<file path="src/rtl/sdc_pkg.sv">
package sdc_pkg;

    // Default sizes of the block
    localparam int SDC_VALUE_BITS  = 17;
    localparam int SDC_PRIME_COUNT = 72;

    // Result and factor widths, fixed by the result field
    localparam int COUNT_W  = 12;
    localparam int EXP_W    = 5;
    localparam int FACT_W   = EXP_W + 1;
    localparam int MUL_W    = COUNT_W + FACT_W;
    localparam logic [COUNT_W-1:0] COUNT_MAX = 12'd4095;
    localparam logic [FACT_W-1:0]  PRIME_POWER_FACTOR = 6'd3;

    // Quotient bits retired per divider cycle
    localparam int DIV_BITS = 4;

    // Microcode addressing
    localparam int PC_W = 4;
    localparam logic [PC_W-1:0] PC_IDLE   = 4'd0;
    localparam logic [PC_W-1:0] PC_FETCH  = 4'd1;
    localparam logic [PC_W-1:0] PC_SQUARE = 4'd2;
    localparam logic [PC_W-1:0] PC_TEST   = 4'd3;
    localparam logic [PC_W-1:0] PC_DIV    = 4'd4;
    localparam logic [PC_W-1:0] PC_DSTEP  = 4'd5;
    localparam logic [PC_W-1:0] PC_EXACT  = 4'd6;
    localparam logic [PC_W-1:0] PC_TAKE   = 4'd7;
    localparam logic [PC_W-1:0] PC_FACT   = 4'd8;
    localparam logic [PC_W-1:0] PC_NEXT   = 4'd9;
    localparam logic [PC_W-1:0] PC_TAIL   = 4'd10;
    localparam logic [PC_W-1:0] PC_DONE   = 4'd11;

    // Datapath actions
    typedef enum logic [3:0] {
        OP_NONE     = 4'd0,
        OP_LOAD     = 4'd1,
        OP_FETCH    = 4'd2,
        OP_SQUARE   = 4'd3,
        OP_DIV_INIT = 4'd4,
        OP_DIV_STEP = 4'd5,
        OP_TAKE     = 4'd6,
        OP_MUL      = 4'd7,
        OP_NEXT     = 4'd8,
        OP_MUL3     = 4'd9,
        OP_DONE     = 4'd10
    } op_t;

    // Jump conditions
    typedef enum logic [2:0] {
        C_NEVER      = 3'd0,
        C_ALWAYS     = 3'd1,
        C_NO_START   = 3'd2,
        C_SQ_GT      = 3'd3,
        C_DIV_BUSY   = 3'd4,
        C_NOT_EXACT  = 3'd5,
        C_LAST_PRIME = 3'd6
    } cond_t;

    typedef struct packed {
        op_t             op;
        cond_t           cond;
        logic [PC_W-1:0] target;
    } uword_t;

    // Divider control and status
    typedef struct packed {
        logic init;
        logic step;
    } div_ctrl_t;

    typedef struct packed {
        logic last;
        logic exact;
    } div_stat_t;

    // Control store: run the op, then jump to target when cond holds
    function automatic uword_t ucode_word(input logic [PC_W-1:0] pc);
        uword_t w;
        begin
            case (pc)
                PC_IDLE:   w = '{op: OP_LOAD,     cond: C_NO_START,   target: PC_IDLE};
                PC_FETCH:  w = '{op: OP_FETCH,    cond: C_NEVER,      target: PC_IDLE};
                PC_SQUARE: w = '{op: OP_SQUARE,   cond: C_NEVER,      target: PC_IDLE};
                PC_TEST:   w = '{op: OP_NONE,     cond: C_SQ_GT,      target: PC_TAIL};
                PC_DIV:    w = '{op: OP_DIV_INIT, cond: C_NEVER,      target: PC_IDLE};
                PC_DSTEP:  w = '{op: OP_DIV_STEP, cond: C_DIV_BUSY,   target: PC_DSTEP};
                PC_EXACT:  w = '{op: OP_NONE,     cond: C_NOT_EXACT,  target: PC_FACT};
                PC_TAKE:   w = '{op: OP_TAKE,     cond: C_ALWAYS,     target: PC_DIV};
                PC_FACT:   w = '{op: OP_MUL,      cond: C_LAST_PRIME, target: PC_TAIL};
                PC_NEXT:   w = '{op: OP_NEXT,     cond: C_ALWAYS,     target: PC_FETCH};
                PC_TAIL:   w = '{op: OP_MUL3,     cond: C_NEVER,      target: PC_IDLE};
                PC_DONE:   w = '{op: OP_DONE,     cond: C_ALWAYS,     target: PC_IDLE};
                default:   w = '{op: OP_NONE,     cond: C_ALWAYS,     target: PC_IDLE};
            endcase
            return w;
        end
    endfunction

    // Prime of index n (from zero), evaluated at elaboration only
    function automatic int nth_prime(input int n);
        int count;
        int cand;
        int k;
        int m;
        bit is_p;
        begin
            count = 0;
            cand  = 1;
            while (count <= n) begin
                cand = cand + 1;
                is_p = 1'b1;
                k    = 2;
                while (is_p && (k * k <= cand)) begin
                    m = k * k;
                    while (m < cand) begin
                        m = m + k;
                    end
                    if (m == cand) begin
                        is_p = 1'b0;
                    end
                    k = k + 1;
                end
                if (is_p) begin
                    count = count + 1;
                end
            end
            return cand;
        end
    endfunction

endpackage

</file>
<file path="src/rtl/sdc_divider.sv">
module sdc_divider
    import sdc_pkg::*;
#(
    parameter int VALUE_BITS = SDC_VALUE_BITS,
    parameter int PRIME_W    = 9
)(
    input  logic                  clk,
    input  logic                  rst_n,
    input  div_ctrl_t             ctrl,
    input  logic [VALUE_BITS-1:0] dividend,
    input  logic [PRIME_W-1:0]    divisor,
    output logic [VALUE_BITS-1:0] quotient,
    output div_stat_t             stat
);

    localparam int DIV_CYC = (VALUE_BITS + DIV_BITS - 1) / DIV_BITS;
    localparam int DIV_W   = DIV_CYC * DIV_BITS;
    localparam int CNT_W   = $clog2(DIV_CYC);
    localparam logic [CNT_W-1:0] CNT_LAST = CNT_W'(DIV_CYC - 1);

    logic [DIV_W-1:0]   quo_reg;
    logic [DIV_W-1:0]   quo_next;
    logic [PRIME_W-1:0] part_reg;
    logic [PRIME_W-1:0] part_next;
    logic [CNT_W-1:0]   cnt_reg;
    logic [CNT_W-1:0]   cnt_next;
    logic [DIV_W-1:0]   q_work;
    logic [PRIME_W:0]   p_work;

    // Retire DIV_BITS quotient bits by restoring shift and subtract
    always_comb
    begin
        q_work = quo_reg;
        p_work = {1'b0, part_reg};
        for (int i = 0; i < DIV_BITS; i++)
        begin
            p_work = {p_work[PRIME_W-1:0], q_work[DIV_W-1]};
            q_work = {q_work[DIV_W-2:0], 1'b0};
            if (p_work >= {1'b0, divisor})
            begin
                p_work    = p_work - {1'b0, divisor};
                q_work[0] = 1'b1;
            end
        end
    end

    // Load, advance or hold the working registers
    always_comb
    begin
        quo_next  = quo_reg;
        part_next = part_reg;
        cnt_next  = cnt_reg;
        if (ctrl.init)
        begin
            quo_next  = DIV_W'(dividend);
            part_next = '0;
            cnt_next  = '0;
        end
        else if (ctrl.step)
        begin
            quo_next  = q_work;
            part_next = p_work[PRIME_W-1:0];
            cnt_next  = (cnt_reg == CNT_LAST) ? '0 : cnt_reg + 1'b1;
        end
    end

    always_ff @(posedge clk or negedge rst_n)
    begin
        if (!rst_n)
        begin
            cnt_reg <= '0;
        end
        else
        begin
            cnt_reg <= cnt_next;
        end
    end

    always_ff @(posedge clk)
    begin
        quo_reg  <= quo_next;
        part_reg <= part_next;
    end

    assign quotient   = quo_reg[VALUE_BITS-1:0];
    assign stat.last  = (cnt_reg == CNT_LAST);
    assign stat.exact = (part_reg == '0);

    // Step counter never runs past the last digit
    a_cnt_range: assert property (@(posedge clk) disable iff (!rst_n)
        cnt_reg <= CNT_LAST)
        else $error("divider step counter out of range");

endmodule

</file>
<file path="src/rtl/square_divisor_counter.sv">
// Returns d(value*value), the divisor count of the square of value, by trial
// division over a built-in table of the first PRIME_COUNT primes. A transaction
// is taken when start is high and busy is low; busy then stays high until the
// result is out. The result appears on divisor_count for exactly one cycle with
// done high, and must be captured in that cycle: there is no back-pressure. A
// zero value returns 0. A new start may be given in the same cycle as done.
// The time to a result is set by the prime walk in the microcode sequencer and
// the shared iterative divider, which retires 4 quotient bits per cycle while
// it steps. Each prime tried costs a fetch, a squaring, a compare, a full
// division and a multiply into the count, plus another division and a take
// step for each time the prime divides out. The walk stops once the square of
// the prime exceeds what is left of the value, or after the 72 table primes.
module square_divisor_counter
    import sdc_pkg::*;
#(
    parameter int VALUE_BITS  = SDC_VALUE_BITS,
    parameter int PRIME_COUNT = SDC_PRIME_COUNT
)(
    input  logic                  clk,
    input  logic                  rst_n,
    input  logic                  start,
    input  logic [VALUE_BITS-1:0] value,
    output logic                  busy,
    output logic                  done,
    output logic [COUNT_W-1:0]    divisor_count
);

    localparam int IDX_W     = $clog2(PRIME_COUNT);
    localparam int PRIME_MAX = nth_prime(PRIME_COUNT - 1);
    localparam int PRIME_W   = $clog2(PRIME_MAX + 1);
    localparam int SQ_W      = 2 * PRIME_W;
    localparam int CMP_W     = (SQ_W > VALUE_BITS) ? SQ_W : VALUE_BITS;
    localparam logic [IDX_W-1:0] IDX_LAST = IDX_W'(PRIME_COUNT - 1);

    // Prime table, built at elaboration
    logic [PRIME_W-1:0] prime_rom [PRIME_COUNT];

    for (genvar g = 0; g < PRIME_COUNT; g++)
    begin : g_prime
        localparam int P = nth_prime(g);
        assign prime_rom[g] = PRIME_W'(P);
    end

    logic [PC_W-1:0]       pc_reg;
    logic [PC_W-1:0]       pc_next;
    uword_t                uw;
    logic                  jump;
    logic [VALUE_BITS-1:0] rem_reg;
    logic [VALUE_BITS-1:0] rem_next;
    logic [EXP_W-1:0]      exp_reg;
    logic [EXP_W-1:0]      exp_next;
    logic [COUNT_W-1:0]    prod_reg;
    logic [COUNT_W-1:0]    prod_next;
    logic [IDX_W-1:0]      idx_reg;
    logic [IDX_W-1:0]      idx_next;
    logic [PRIME_W-1:0]    prime_reg;
    logic [PRIME_W-1:0]    prime_next;
    logic [SQ_W-1:0]       sq_reg;
    logic [SQ_W-1:0]       sq_next;
    logic                  done_reg;
    logic                  done_next;
    logic [COUNT_W-1:0]    count_reg;
    logic [COUNT_W-1:0]    count_next;
    logic                  sq_gt;
    logic [FACT_W-1:0]     factor;
    logic [MUL_W-1:0]      mul_full;
    logic [COUNT_W-1:0]    mul_sat;
    div_ctrl_t             div_ctrl;
    div_stat_t             div_stat;
    logic [VALUE_BITS-1:0] div_quo;

    // Fetch the control word for this step
    assign uw    = ucode_word(pc_reg);
    assign sq_gt = CMP_W'(sq_reg) > CMP_W'(rem_reg);

    // Evaluate the jump condition
    always_comb
    begin
        case (uw.cond)
            C_NEVER:      jump = 1'b0;
            C_ALWAYS:     jump = 1'b1;
            C_NO_START:   jump = !start;
            C_SQ_GT:      jump = sq_gt;
            C_DIV_BUSY:   jump = !div_stat.last;
            C_NOT_EXACT:  jump = !div_stat.exact;
            C_LAST_PRIME: jump = (idx_reg == IDX_LAST);
            default:      jump = 1'b1;
        endcase
    end

    assign pc_next = jump ? uw.target : pc_reg + 1'b1;

    // Saturating multiply of the running count
    assign factor   = (uw.op == OP_MUL3) ? PRIME_POWER_FACTOR : {exp_reg, 1'b1};
    assign mul_full = MUL_W'(prod_reg) * MUL_W'(factor);
    assign mul_sat  = (mul_full > MUL_W'(COUNT_MAX)) ? COUNT_MAX : mul_full[COUNT_W-1:0];

    // Divider hookup
    assign div_ctrl.init = (uw.op == OP_DIV_INIT);
    assign div_ctrl.step = (uw.op == OP_DIV_STEP);

    sdc_divider #(
        .VALUE_BITS (VALUE_BITS),
        .PRIME_W    (PRIME_W)
    ) u_divider (
        .clk      (clk),
        .rst_n    (rst_n),
        .ctrl     (div_ctrl),
        .dividend (rem_reg),
        .divisor  (prime_reg),
        .quotient (div_quo),
        .stat     (div_stat)
    );

    // Datapath actions
    always_comb
    begin
        rem_next   = rem_reg;
        exp_next   = exp_reg;
        prod_next  = prod_reg;
        idx_next   = idx_reg;
        prime_next = prime_reg;
        sq_next    = sq_reg;
        done_next  = 1'b0;
        count_next = count_reg;
        case (uw.op)
            OP_LOAD:
            begin
                if (start)
                begin
                    rem_next  = value;
                    exp_next  = '0;
                    prod_next = (value == '0) ? '0 : COUNT_W'(1);
                    idx_next  = '0;
                end
            end
            OP_FETCH:  prime_next = prime_rom[idx_reg];
            OP_SQUARE: sq_next = SQ_W'(prime_reg) * SQ_W'(prime_reg);
            OP_TAKE:
            begin
                rem_next = div_quo;
                exp_next = exp_reg + 1'b1;
            end
            OP_MUL:
            begin
                prod_next = mul_sat;
                exp_next  = '0;
            end
            OP_NEXT:   idx_next = idx_reg + 1'b1;
            OP_MUL3:
            begin
                if (rem_reg > VALUE_BITS'(1))
                begin
                    prod_next = mul_sat;
                end
            end
            OP_DONE:
            begin
                done_next  = 1'b1;
                count_next = prod_reg;
            end
            default:
            begin
                done_next = 1'b0;
            end
        endcase
    end

    always_ff @(posedge clk or negedge rst_n)
    begin
        if (!rst_n)
        begin
            pc_reg   <= PC_IDLE;
            done_reg <= 1'b0;
        end
        else
        begin
            pc_reg   <= pc_next;
            done_reg <= done_next;
        end
    end

    always_ff @(posedge clk)
    begin
        rem_reg   <= rem_next;
        exp_reg   <= exp_next;
        prod_reg  <= prod_next;
        idx_reg   <= idx_next;
        prime_reg <= prime_next;
        sq_reg    <= sq_next;
        count_reg <= count_next;
    end

    assign busy          = (pc_reg != PC_IDLE);
    assign done          = done_reg;
    assign divisor_count = count_reg;

    // A result strobe follows the output step of the program
    a_done_from_program: assert property (@(posedge clk) disable iff (!rst_n)
        done |-> $past(pc_reg == PC_DONE))
        else $error("result strobe without output step");

    // An accepted transaction makes the block busy
    a_busy_after_start: assert property (@(posedge clk) disable iff (!rst_n)
        (start && !busy) |=> busy)
        else $error("transaction accepted but block not busy");

    // A square always has an odd divisor count; zero flags a zero input
    a_count_odd: assert property (@(posedge clk) disable iff (!rst_n)
        done |-> (divisor_count[0] || (divisor_count == '0)))
        else $error("even divisor count reported");

endmodule

</file>
<file path="config.mk">
export PLATFORM = sky130hd
export DESIGN_NAME = square_divisor_counter
export DESIGN_NICKNAME = d
export VERILOG_FILES = /design/src/rtl/sdc_pkg.sv /design/src/rtl/sdc_divider.sv /design/src/rtl/square_divisor_counter.sv
export SDC_FILE = /design/constraint.sdc
export NUM_CORES = 1
export LEC_CHECK = 0
export BUFFER_PORTS_ARGS = -buffer_cell sky130_fd_sc_hd__clkbuf_2
export CAP_MARGIN = 20
export CORE_ASPECT_RATIO = 0.75
export CORE_MARGIN = 10
export CORE_UTILIZATION = 60
export CTS_BUF_LIST = sky130_fd_sc_hd__clkbuf_4
export CTS_CLUSTER_DIAMETER = 200
export DETAILED_ROUTE_END_ITERATION = 7
export PLACE_DENSITY = 0.81
export SETUP_SLACK_MARGIN = 0.05
export SYNTH_ARGS = -nofsm -noshare
export SYNTH_HDL_FRONTEND = slang
export SYNTH_SLANG_ARGS = --single-unit
</file>
<file path="constraint.sdc">
create_clock -name clk -period 7.4 [get_ports clk]
set_input_delay 1.48 -clock clk [delete_from_list [all_inputs] [get_ports clk]]
set_output_delay 1.48 -clock clk [all_outputs]
set_load 0.02 [all_outputs]
</file>
==> run_results.csv <==
group,metric,value,unit
setup_path,crit_fanout,7,
synth,synth_cell_types,75,
status,outcome,"completed",
clock_tree,htree_levels,4,
global_routing,grt_antenna_before_repair,1,
synth,yosys_warnings,0,
global_routing,grt-ovfl-total,0,
timing,relSlewSlack,0.315,
clock_tree,cts_root_buf,"clkbuf_4",
layout,final_common_cell,"nand2_1",
setup_path,slowest_stage,"fa_2",
floorplan,core_region_area,0.0193,sq mm
job,drv_cap,0,
synth,ys_async_sr_fraction,0.0690,
drt,num_vias,10300,
layout,largest_register_ff_count,20,
timing,grt_setup_unrepaired,"true",
place,preCtsSetupSlack,-0.274,ns
clock_tree,clk_latency,0.55,ns
setup_path,rr_startpoint,"u_divider.quo_reg[19]",
clock_tree,cts_sinks,116,
setup_path,worst-r2r-setup-slack,0.07,ns
floorplan,rows,44,
synth,ys.flop_type,"edfxtp_1",
timing,worst_pin_slew,1.02,ns
floorplan,initial_utilization,0.611,
setup_path,reg2reg_depth,40,
timing,setup_slack,0.0722,ns
clock_tree,clk_path_buf_depth,2,
setup_path,startpoint_type,"flop",
drt,avgRoutedWirePerCell,19.3,um
global_routing,grt_util_all_layers,0.240,
timing,fmax,0.136,GHz
layout,fillCellCount,1368,
timing,min_period,7.33,ns
timing,hold_viol,0,
setup_path,crit_path_end,"u_divider.part_reg[0]",
layout,fin_nets,1635,
setup_path,crit_arrival,7.80,ns
floorplan,io_pins,34,
synth,synth_edf_count,96,
synth,syn_inst,1289,
clock_tree,cts_hold_repair.buffers,0,
drt,drc,0,
timing,post-route-period-util,0.990,
layout,mostFrequentLayoutCells,"163 x nand2_1, 132 x inv_1, 119 x ha_1",
synth,syn-cell-area,0.0118,sq mm
floorplan,die_h,142,um
drt,route.final.wire_length,32200,um
drt,drtIter0Drc,1580,
clock_tree,cts_made_buffers,17,
setup_path,cp.required,7.87,ns
setup_path,path_class,"reg2reg",
place,dp_hpwl,23800,um
synth,ys_ff_latch,116,
drt,viasPerCell,6.14,
timing,clock_skew,0.0171,ns
layout,drive_gt1_frac,0.191,
place,port_buffers,33,
floorplan,dieArea,0.0258,sq mm
clock_tree,cts.clk_slew.worst_paths,0.12,ns
synth,ys_seq_area_frac,0.281,
setup_path,r2r_end,"u_divider.part_reg[0]",
setup_path,worstSetupEndpointType,"flop",
synth,synth_nets,1521,
global_routing,grt_max_degree,38,
timing,setup_viol,0,
floorplan,die_width,182,um
setup_path,worstSetupStartpoint,"u_divider.quo_reg[19]",
clock_tree,cts_tree,"yes",
synth,syn_area_per_cell,9.16,sq um
drt,drtAntennaViolNets,0,
drt,drt-pass1-iter-count,7,
global_routing,grt_pass1_wl,50400,um
min_path,hold_path_class,"reg2reg",
timing,drv_slew,0,
setup_path,crit_path_max_incr_delay,0.41,ns
global_routing,grt_pass1_vias,9691,
place,gp_congestion,0.940,
layout,area_growth,16.1,%
## worst max-delay path, delay by kind of cell, from the launching register on
| family | cells | cell delay (ns) |
|---|---|---|
| muxes | 2 | 0.55 |
| buffers and inverters | 9 | 1.06 |
| adders and majority gates | 5 | 1.62 |
| AOI/OAI and AO/OA | 18 | 2.91 |
| and+or+nand+nor | 6 | 0.74 |
| DFF | 1 | 0.35 |
## metal layers
layer | wire length (um) | part of all wire | GRT usage
met3 | 3240 | 0.10 | 0.0544
met2 | 14000 | 0.44 | 0.352
met5 | 0 | 0 | 0
met4 | 573 | 0.018 | 0.0602
met1 | 14400 | 0.45 | 0.349
## synthesized netlist by cell type, types with 12 or more instances
| cell | count | area, sq um |
|---|---|---|
| a211oi_1 | 14 | 105 |
| a21o_1 | 19 | 143 |
| a21oi_1 | 75 | 375 |
| a31oi_1 | 15 | 93.8 |
| and2_1 | 14 | 87.6 |
| and3_1 | 20 | 125 |
| clkbuf_1 | 34 | 128 |
| dfxtp_1 | 12 | 240 |
| edfxtp_1 | 96 | 2880 |
| fa_1 | 79 | 1580 |
| ha_1 | 133 | 1660 |
| inv_1 | 135 | 507 |
| mux2i_1 | 21 | 210 |
| nand2_1 | 163 | 612 |
| nand3_1 | 25 | 125 |
| nand4_1 | 16 | 100 |
| nor2_1 | 100 | 375 |
| nor2b_1 | 20 | 125 |
| nor3_1 | 17 | 85.1 |
| nor4_1 | 14 | 87.6 |
| o21ai_0 | 59 | 295 |
| xnor2_1 | 36 | 315 |
| xor2_1 | 25 | 219 |
## how the worst min path moves through the flow
stage,startpoint,to,slack [ns],cells after the start
after floorplan,u_divider.part_reg[8],u_divider.part_reg[8],0.44,2
after global placement,u_divider.part_reg[8],u_divider.part_reg[8],0.49,2
after detailed placement,u_divider.part_reg[2],u_divider.part_reg[2],0.51,2
after CTS,u_divider.part_reg[2],u_divider.part_reg[2],0.53,2
after global routing,u_divider.part_reg[6],u_divider.part_reg[6],0.55,2
final,u_divider.part_reg[6],u_divider.part_reg[6],0.54,2
## per-stage QoR
step	utilization	TNS (ns)	cells	hold slack, ns	instance area, sq um
final	0.709	0	1670	0.539	13700
after global routing	0.709	-0.920	1670	0.554	13700
after CTS	0.680	0	1647	0.527	13100
after detailed placement	0.658	-2.18	1605	0.511	12700
after global placement	0.658	-0.0304	1604	0.492	12700
after floorplan	-	0	1289	0.443	11900
## area by class of cell
type	count	area, sq um	share of cell area
repair buffers	137	996	0.0727
clock inverters	14	153	0.0111
inverters	141	534	0.0390
multi-input cells	990	8240	0.602
flip-flops and latches	116	3320	0.243
clock buffers	18	135	0.00986
well taps	253	317	0.0231
diodes	1	2.50	0.000183
## timing repair
item | CTS | global route
gates resized for setup | 11 | 79
endpoints found under the setup margin | 10 | 23
endpoints found under the hold margin | 0 | 0
pin swaps | 12 | 45
cloned | 1 | 0
setup buffers | 9 | 22
## cell families (layout without fill, tap and decap cells)
| family | Yosys count | count (layout) | synth area share |
|---|---|---|---|
| AOI/OAI and AO/OA | 260 | 261 | 0.140 |
| xor gates and xnor gates | 61 | 61 | 0.0452 |
| adders and majority gates | 212 | 212 | 0.275 |
| buffers and inverters | 184 | 310 | 0.0600 |
| DFF | 116 | 116 | 0.281 |
| muxes | 35 | 35 | 0.0334 |
| other | 0 | 1 | 0 |
| and+or+nand+nor | 421 | 421 | 0.165 |
Power is not shown: default switching activity piles up to over one toggle a cycle in this logic, so the estimate is an artifact.
